### config.mk
export PLATFORM = sky130hd
export DESIGN_NAME = morse_press_gap_decoder
export DESIGN_NICKNAME = d
export VERILOG_FILES = /design/src/design/mpgd_pkg.sv /design/src/design/mpgd_glyph_lut.sv /design/src/design/morse_press_gap_decoder.sv
export SDC_FILE = /design/constraint.sdc
export NUM_CORES = 1
export LEC_CHECK = 0
export BUFFER_PORTS_ARGS = -buffer_cell sky130_fd_sc_hd__clkbuf_2
export CAP_MARGIN = 5
export CORE_UTILIZATION = 45
export CTS_CLUSTER_SIZE = 40
export DETAILED_ROUTE_END_ITERATION = 7
export SETUP_SLACK_MARGIN = 0.5
export SLEW_MARGIN = 15
export SYNTH_ARGS = -nofsm -noshare
export SYNTH_HDL_FRONTEND = slang
export SYNTH_SLANG_ARGS = --single-unit
### constraint.sdc
create_clock -name clk -period 4.2 [get_ports clk]
set_clock_uncertainty 0.2 [all_clocks]
set_input_delay 0.63 -clock clk [delete_from_list [all_inputs] [get_ports clk]]
set_output_delay 0.63 -clock clk [all_outputs]
set_load 0.01 [all_outputs]
### src/design/mpgd_pkg.sv
// ----------------------------------------------------------------------------
// mpgd_pkg
// Shared types and codes for the Morse press/gap decoder.
// ----------------------------------------------------------------------------
`default_nettype none

package mpgd_pkg;

  localparam int unsigned DUR_W   = 23;
  localparam int unsigned LIMIT_W = 16;
  localparam int unsigned GLYPH_W = 5;

  typedef logic [3:0] mark_bits_t;
  typedef logic [2:0] mark_count_t;
  typedef logic [GLYPH_W-1:0] glyph_t;

  localparam mark_count_t MAX_MARKS = 3'd4;
  localparam glyph_t GLYPH_ERROR = 5'd27;

  typedef enum logic [1:0] {
    OUTCOME_LETTER    = 2'd0,
    OUTCOME_LONG      = 2'd1,
    OUTCOME_OVERFLOW  = 2'd2,
    OUTCOME_INVALID   = 2'd3
  } outcome_t;

  typedef enum logic [1:0] {
    CFG_DOT_LIMIT  = 2'd0,
    CFG_DASH_LIMIT = 2'd1,
    CFG_GAP_LIMIT  = 2'd2,
    CFG_UNUSED     = 2'd3
  } cfg_index_t;

  typedef struct packed {
    glyph_t   glyph;
    outcome_t outcome;
  } result_t;

endpackage

`default_nettype wire

### src/design/mpgd_glyph_lut.sv
// ----------------------------------------------------------------------------
// mpgd_glyph_lut
// Maps one to four held marks (1 = dash, earliest mark highest) to a display
// code: 1-26 for A-Z, error code for invalid or empty patterns.
// ----------------------------------------------------------------------------
`default_nettype none

module mpgd_glyph_lut (
  input  mpgd_pkg::mark_bits_t  mark_bits,
  input  mpgd_pkg::mark_count_t mark_count,
  output mpgd_pkg::glyph_t      glyph
);

  always_comb begin
    glyph = mpgd_pkg::GLYPH_ERROR;
    case (mark_count)
      3'd1: begin
        case (mark_bits[0])
          1'b0:    glyph = 5'd5;
          default: glyph = 5'd20;
        endcase
      end
      3'd2: begin
        case (mark_bits[1:0])
          2'd0:    glyph = 5'd9;
          2'd1:    glyph = 5'd1;
          2'd2:    glyph = 5'd14;
          default: glyph = 5'd13;
        endcase
      end
      3'd3: begin
        case (mark_bits[2:0])
          3'd0:    glyph = 5'd19;
          3'd1:    glyph = 5'd21;
          3'd2:    glyph = 5'd18;
          3'd3:    glyph = 5'd23;
          3'd4:    glyph = 5'd4;
          3'd5:    glyph = 5'd11;
          3'd6:    glyph = 5'd7;
          default: glyph = 5'd15;
        endcase
      end
      3'd4: begin
        case (mark_bits)
          4'd0:    glyph = 5'd8;
          4'd1:    glyph = 5'd22;
          4'd2:    glyph = 5'd6;
          4'd4:    glyph = 5'd12;
          4'd6:    glyph = 5'd16;
          4'd7:    glyph = 5'd10;
          4'd8:    glyph = 5'd2;
          4'd9:    glyph = 5'd24;
          4'd10:   glyph = 5'd3;
          4'd11:   glyph = 5'd25;
          4'd12:   glyph = 5'd26;
          4'd13:   glyph = 5'd17;
          default: glyph = mpgd_pkg::GLYPH_ERROR;
        endcase
      end
      default: glyph = mpgd_pkg::GLYPH_ERROR;
    endcase
  end

endmodule

`default_nettype wire

### src/design/morse_press_gap_decoder.sv
// ----------------------------------------------------------------------------
// morse_press_gap_decoder
// Classifies timed key presses into dots and dashes, decodes held marks into
// a letter code on a long release gap, and reports errors.
// ----------------------------------------------------------------------------
//  channel  dir  handshake          payload
//  s_*      in   s_tvalid/s_tready  tdata: duration_ms  tuser: event_kind
//  m_*      out  m_tvalid/m_tready  tdata: glyph_code   tuser: outcome
//  cfg_*    in   cfg_we             cfg_index, cfg_data
//
//  One item per cycle while s_tready is high: each transfer is classified and
//  the mark state updated in the cycle it is taken; a result is registered.
//  A two-entry output buffer (output register plus skid register) lets input
//  transfers continue while a result waits; s_tready drops only when both
//  entries are full. rst clears the limits to their defaults, the held marks
//  and both output entries.
// ----------------------------------------------------------------------------
`default_nettype none

module morse_press_gap_decoder (
  input  wire logic        clk,
  input  wire logic        rst,
  input  wire logic        s_tvalid,
  output logic             s_tready,
  input  wire logic [23:0] s_tdata,   // [22:0] duration_ms
  input  wire logic        s_tuser,   // [0] event_kind
  output logic             m_tvalid,
  input  wire logic        m_tready,
  output logic [7:0]       m_tdata,   // [4:0] glyph_code
  output logic [1:0]       m_tuser,   // [1:0] outcome
  input  wire logic        cfg_we,
  input  wire logic [1:0]  cfg_index,
  input  wire logic [15:0] cfg_data
);

  logic [mpgd_pkg::LIMIT_W-1:0] dot_limit;
  logic [mpgd_pkg::LIMIT_W-1:0] dash_limit;
  logic [mpgd_pkg::LIMIT_W-1:0] gap_limit;

  mpgd_pkg::mark_bits_t  mark_bits, mark_bits_next;
  mpgd_pkg::mark_count_t mark_count, mark_count_next;

  mpgd_pkg::result_t out_res, skid_res, res_next;
  logic              out_valid, skid_valid, has_res;

  logic [mpgd_pkg::DUR_W-1:0] dur;
  logic                       is_gap, below_dot, below_dash, gap_long;
  logic                       accept, pop;
  mpgd_pkg::glyph_t           glyph;

  mpgd_glyph_lut u_lut (
    .mark_bits  (mark_bits),
    .mark_count (mark_count),
    .glyph      (glyph)
  );

  assign dur        = s_tdata[mpgd_pkg::DUR_W-1:0];
  assign is_gap     = s_tuser;
  assign below_dot  = dur < {7'd0, dot_limit};
  assign below_dash = dur < {7'd0, dash_limit};
  assign gap_long   = dur >= {7'd0, gap_limit};

  assign s_tready = !skid_valid;
  assign accept   = s_tvalid && s_tready;
  assign pop      = out_valid && m_tready;

  always_comb begin
    mark_bits_next  = mark_bits;
    mark_count_next = mark_count;
    has_res         = 1'b0;
    res_next.glyph   = mpgd_pkg::GLYPH_ERROR;
    res_next.outcome = mpgd_pkg::OUTCOME_LETTER;
    if (!is_gap) begin
      if (dur != '0) begin
        if (!below_dot && !below_dash) begin
          has_res          = 1'b1;
          res_next.outcome = mpgd_pkg::OUTCOME_LONG;
        end else if (mark_count >= mpgd_pkg::MAX_MARKS) begin
          has_res          = 1'b1;
          res_next.outcome = mpgd_pkg::OUTCOME_OVERFLOW;
          mark_bits_next   = '0;
          mark_count_next  = '0;
        end else begin
          mark_bits_next  = {mark_bits[2:0], !below_dot};
          mark_count_next = mark_count + 3'd1;
        end
      end
    end else if (gap_long && (mark_count != '0)) begin
      has_res          = 1'b1;
      res_next.glyph   = glyph;
      res_next.outcome = (glyph == mpgd_pkg::GLYPH_ERROR) ?
                         mpgd_pkg::OUTCOME_INVALID : mpgd_pkg::OUTCOME_LETTER;
      mark_bits_next   = '0;
      mark_count_next  = '0;
    end
  end

  always_ff @(posedge clk) begin
    if (rst) begin
      dot_limit  <= 16'd250;
      dash_limit <= 16'd700;
      gap_limit  <= 16'd400;
    end else if (cfg_we) begin
      case (mpgd_pkg::cfg_index_t'(cfg_index))
        mpgd_pkg::CFG_DOT_LIMIT:  dot_limit  <= cfg_data;
        mpgd_pkg::CFG_DASH_LIMIT: dash_limit <= cfg_data;
        mpgd_pkg::CFG_GAP_LIMIT:  gap_limit  <= cfg_data;
        default: ;
      endcase
    end
  end

  always_ff @(posedge clk) begin
    if (rst) begin
      mark_bits  <= '0;
      mark_count <= '0;
    end else if (accept) begin
      mark_bits  <= mark_bits_next;
      mark_count <= mark_count_next;
    end
  end

  always_ff @(posedge clk) begin
    if (rst) begin
      out_valid  <= 1'b0;
      skid_valid <= 1'b0;
    end else if (skid_valid) begin
      if (pop) begin
        out_res    <= skid_res;
        skid_valid <= 1'b0;
      end
    end else if (accept && has_res) begin
      if (!out_valid || pop) begin
        out_res   <= res_next;
        out_valid <= 1'b1;
      end else begin
        skid_res   <= res_next;
        skid_valid <= 1'b1;
      end
    end else if (pop) begin
      out_valid <= 1'b0;
    end
  end

  assign m_tvalid = out_valid;
  assign m_tdata  = {3'd0, out_res.glyph};
  assign m_tuser  = out_res.outcome;

endmodule

`default_nettype wire

After elaboration in Yosys (flattened, before gate mapping)

Memories as Yosys holds them, arrays and structs flattened. A register that Yosys moved wholly into a read port is not among the register bits.
Index checks and enable logic that the tools add are counted.

Register bits after elaboration: 71
ROM bits: 80
Output and inout bits: 12
Word-level logic and storage cells: 104
Memories: 1

Memories:

| memory           | words | width | read ports | clocked after Yosys merged registers in | wr ports | line                 | source |
|---|---|---|---|---|---|---|---|
| (name not given) | 16    | 5     | 1          | 1                                       | 0        | mpgd_glyph_lut.sv:44 | `case (mark_bits)` |

Add/sub/neg operators: 1
Magnitude comparators: 4
Eq/ne operators: 19
Multiplexer cells: 39
Bitwise operators: 3
Reduce and logical (&&, ||, !) cells: 26

Operator list:

| operator             | number |
|---|---|
| $lt A23 B16 Y1       | 2 |
| $mux W7              | 5 |
| $pmux W5 S7          | 1 |
| $mux W4              | 7 |
| $ge A23 B16 Y1       | 1 |
| $reduce_bool A23 Y1  | 1 |
| $pmux W5 S4          | 1 |
| $mux W3              | 5 |
| $eq A3 B2 Y1 const B | 4 |
| $eq A3 B3 Y1 const B | 4 |
| $mux W1              | 12 |
| $pmux W4 S3          | 1 |
| $reduce_and A4 Y1    | 3 |
| $mux W2              | 5 |
| $mux W5              | 2 |
| $reduce_bool A2 Y1   | 4 |
| $eq A3 B1 Y1 const B | 2 |
| $ne A2 B1 Y1 const B | 3 |
| $reduce_and A2 Y1    | 3 |
| $eq A5 B5 Y1 const B | 1 |
| $logic_and A1 B1 Y1  | 5 |
| $eq A2 B1 Y1 const B | 2 |
| $eq A2 B2 Y1 const B | 2 |
| $logic_not A1 Y1     | 4 |
| other kinds (9)      | 12 |

Longest topological paths before layout

Depth after elaboration: 10
Gate-level depth with buffers: 14

Hierarchy

A second synthesis with hierarchy kept.

Cells, all modules: 529
Area, all modules: 4,431.8 um2

Modules (own cells, without submodules):

| module                  | instances | cells each | area an instance (um2) |
|---|---|---|---|
| morse_press_gap_decoder | 1         | 461        | 3,958.8 |
| mpgd_glyph_lut          | 1         | 68         | 473.0 |

Worst setup path before layout

Ideal clock, no wire load.

Kind: input port to flip-flop
From: input s_tdata[10]
To: register (tool-made name)
Library setup time: 0.121 ns
Arrival time: 3.329 ns
Data required time: 3.879 ns
Setup slack: 0.550 ns
Stages: 12
Cells stage by stage: ha_1 > a21oi_1 > o21ai_0 > a2111o_1 > a31oi_4 > nor3b_2 > o21a_1 > o21ai_0 > inv_1 > ha_1 > mux2_2 > mux2_2

RTL lines:

| element            | line                          | source |
|---|---|---|
| start: declaration | morse_press_gap_decoder.sv:25 | `input wire logic [23:0] s_tdata,` |

==> flow_summary_export.csv <==
group,metric,value,unit
drt,wire_per_inst,14.03,um
setup_path,arrival,3530,ps
sta,tightest_slew,848.2,ps
place,placed_cells,708,
logic_synthesis,synth_area_leaders,"dfxtp_1 27%, ha_1 16%, edfxtp_1 9.3%",
setup_path,startpoint_type,"input port",
sta,grt_setup_unrepaired,"no",
drt,wl,10160,um
layout,stdcell_area,5226,um2
min_path,min_to,"gap_limit[13]$_SDFFE_PP0P_",
clock_network,cts_setup_buffers,0,
drt,dr_total_vias,3729,
logic_synthesis,syn_area,4532,um2
power,leakagePower,2.156,nW
drt,initialDrtViolationCount,192,
layout,utilization,53.47,%
outcome,outcome,"completed",
global_route,grtUsageTotal,21.17,%
layout,multi_input_area,2547,um2
die,coreArea,9774,um2
logic_synthesis,synthCells,533,
die,dieHeight,102.4,um
die,die_x,102.4,um
layout,fill_cells,964,
die,io_pins,60,
layout,area_delta_synth_final,15.32,%
logic_synthesis,yosysMostFrequentCell,"nand2_1",
power,total_power,0.001764,W
clock_network,root_buffer,"clkbuf_8",
layout,final_nets,691,
setup_path,crit_path_end_kind,"register",
clock_network,cts_tree,"yes",
clock_network,cts.htree.levels,3,
sta,layout_min_cycle_time,3479,ps
logic_synthesis,synth_warnings,0,
die,start_util,46.36,%
drt,vias_per_cell,5.151,
setup_path,r2r_cells,12,
die,rows,36,
die,dieArea,10480,um2
clock_network,cts_buffers,9,
drt,drc,0,
place,dp_hpwl,7710,um
min_path,hp-start,"gap_limit[13]$_SDFFE_PP0P_",
layout,diodes,0,
sta,fmax,287.4,MHz
logic_synthesis,ys_seq_area_share,36.66,%
layout,fin_cells,724,
clock_network,clkSinkCount,76,
global_route,grt_pass1_vias,3490,
logic_synthesis,synth_top_area_cell,"dfxtp_1",
sta,max-slew-margin-rel,43.45,%
logic_synthesis,async_flop_share,0,%
global_route,grt_max_degree,43,
run,drv_cap,0,
setup_path,r2r_start,"gap_limit[15]$_SDFFE_PP0P_",
power,peakVddDrop,0.1618,mV
clock_network,clkTransAtPathRegs,80,ps
sta,setup_viol,0,
global_route,overflow,0,
sta,setup_tns,0,ps
setup_path,r2r_setup_slack,780,ps
layout,drive_gt1_share,18.10,%
global_route,antenna_found_initial,0,
logic_synthesis,synthFlopType,"dfxtp_1",
layout,seqCellArea,1662,um2
place,placed_area,4933,um2
logic_synthesis,ys_ff_latch,76,
min_path,hold_path_class,"register to register",
setup_path,crit_type,"input port to register",
sta,slew_viol_final,0,
clock_network,insertion_delay,360,ps
logic_synthesis,synth_edf_count,14,
logic_synthesis,syn_avg_cell_area,8.503,um2
min_path,hold_path_depth,2,
setup_path,path_max_fanout,7,
power,powerDensity,337.5,nW/um2
place,port_buffers,55,
drt,drtAntennaViolNets,0,
sta,hold_violations,0,
clock_network,ctsHoldBuffers,0,
global_route,grt_pass1_wl,16750,um
logic_synthesis,ys_types,62,
setup_path,cp_data_required_time,4250,ps
sta,finalCritPeriodShare,82.84,%
place,place.gp.congestion,0.8555,
logic_synthesis,synth_common_cells,"104 x nand2_1, 62 x dfxtp_1, 61 x inv_1",
logic_synthesis,synth_top_area_share,27.39,%
drt,firstDrtPassIters,4,
clock_network,cts_buffer_depth,2,
## critical path, stage by stage
cell	delay, ps
clkbuf_2	120
ha_1	310
a211oi_1	200
nor2_1	90
o31ai_1	410
a31o_2	290
a21boi_1	140
nand4_4	160
o32a_1	350
inv_1	130
ha_1	190
mux2_2	250
mux2_2	250
## worst max path at each step
stage	start	end	slack, ps
5_1_grt	s_tdata[15]	register	540
6_report	s_tdata[4]	register	720
3_3_place_gp	s_tdata[12]	register	360
3_5_place_dp	s_tdata[12]	register	300
2_1_floorplan	s_tdata[10]	register	550
4_1_cts	s_tdata[12]	register	680
## cells in the final DEF, fill, tap and decap left out, drive strengths merged, types with 3 or more instances in the layout
cell,count
nor2,12
inv,61
edfxtp,14
bufinv,5
mux2i,6
o21ai,18
conb,3
nand2,104
dfxtp,62
nand3,11
nand3b,4
a31oi,6
ha,57
mux2,10
nor4,7
nand4,8
clkbuf,64
or2,3
nor3,8
buf,7
o211ai,17
a21oi,59
a21o,4
## timing repair
item,in CTS,in global routing
setup endpoints to repair,0,1
resized for setup,0,1
hold endpoints to repair,0,0
## routing by layer
layer / track usage [%] / routed length [um] / vias to the layer above
met5: 0 / 0 / -
met4: 4.945 / 91 / 0
met3: 4.788 / 450 / 7
met2: 32.94 / 4542 / 73
met1: 29.76 / 5072 / 1703
li1: - / - / 1946
## where the power goes
part	internal (W)	switching [W]	total [W]
registers	0.000761	0.00000867	0.000770
logic	0.0000787	0.000122	0.000201
clock network	0.000513	0.000280	0.000793
total	0.00135	0.000411	0.00176
## state kept, by name, indices dropped and copies added, names as in the netlist, named ones only
signal and flops:
dash_limit 16, dot_limit 16, gap_limit 16, m_tdata 5
m_tuser 2, m_tvalid 1, mark_bits 4, mark_count 3
skid_res 7, skid_valid 1
## metrics by stage
step	hold WS, ps	setup WS (ps)
floorplan	231.8	550.2
global placement	242.5	364.8
detailed placement	246.3	298.1
CTS	257.4	682.7
global route	273.2	543.9
finish	255.2	720.8
## layout make-up
cell class	instances	share of cell area, %
Clock inverter	7	3.112
Timing Repair Buffer	62	6.272
Tap cell	133	3.184
Inverter	63	4.525
Sequential cell	76	31.79
Multi-Input combinational cell	374	48.74
Clock buffer	9	2.370
## cells by family after synthesis
kind of cell | Yosys count | synth area share (%)
DFF | 76 | 36.66
AOI/OAI and AO/OA | 124 | 17.67
and+or+nand+nor | 172 | 18.11
xor gates and xnor gates | 2 | 0.3866
other | 1 | 0.08275
adders and majority gates | 57 | 15.74
muxes | 16 | 3.810
buffers and inverters | 85 | 7.537
No activity file was read; power rests on OpenSTA's default activity.
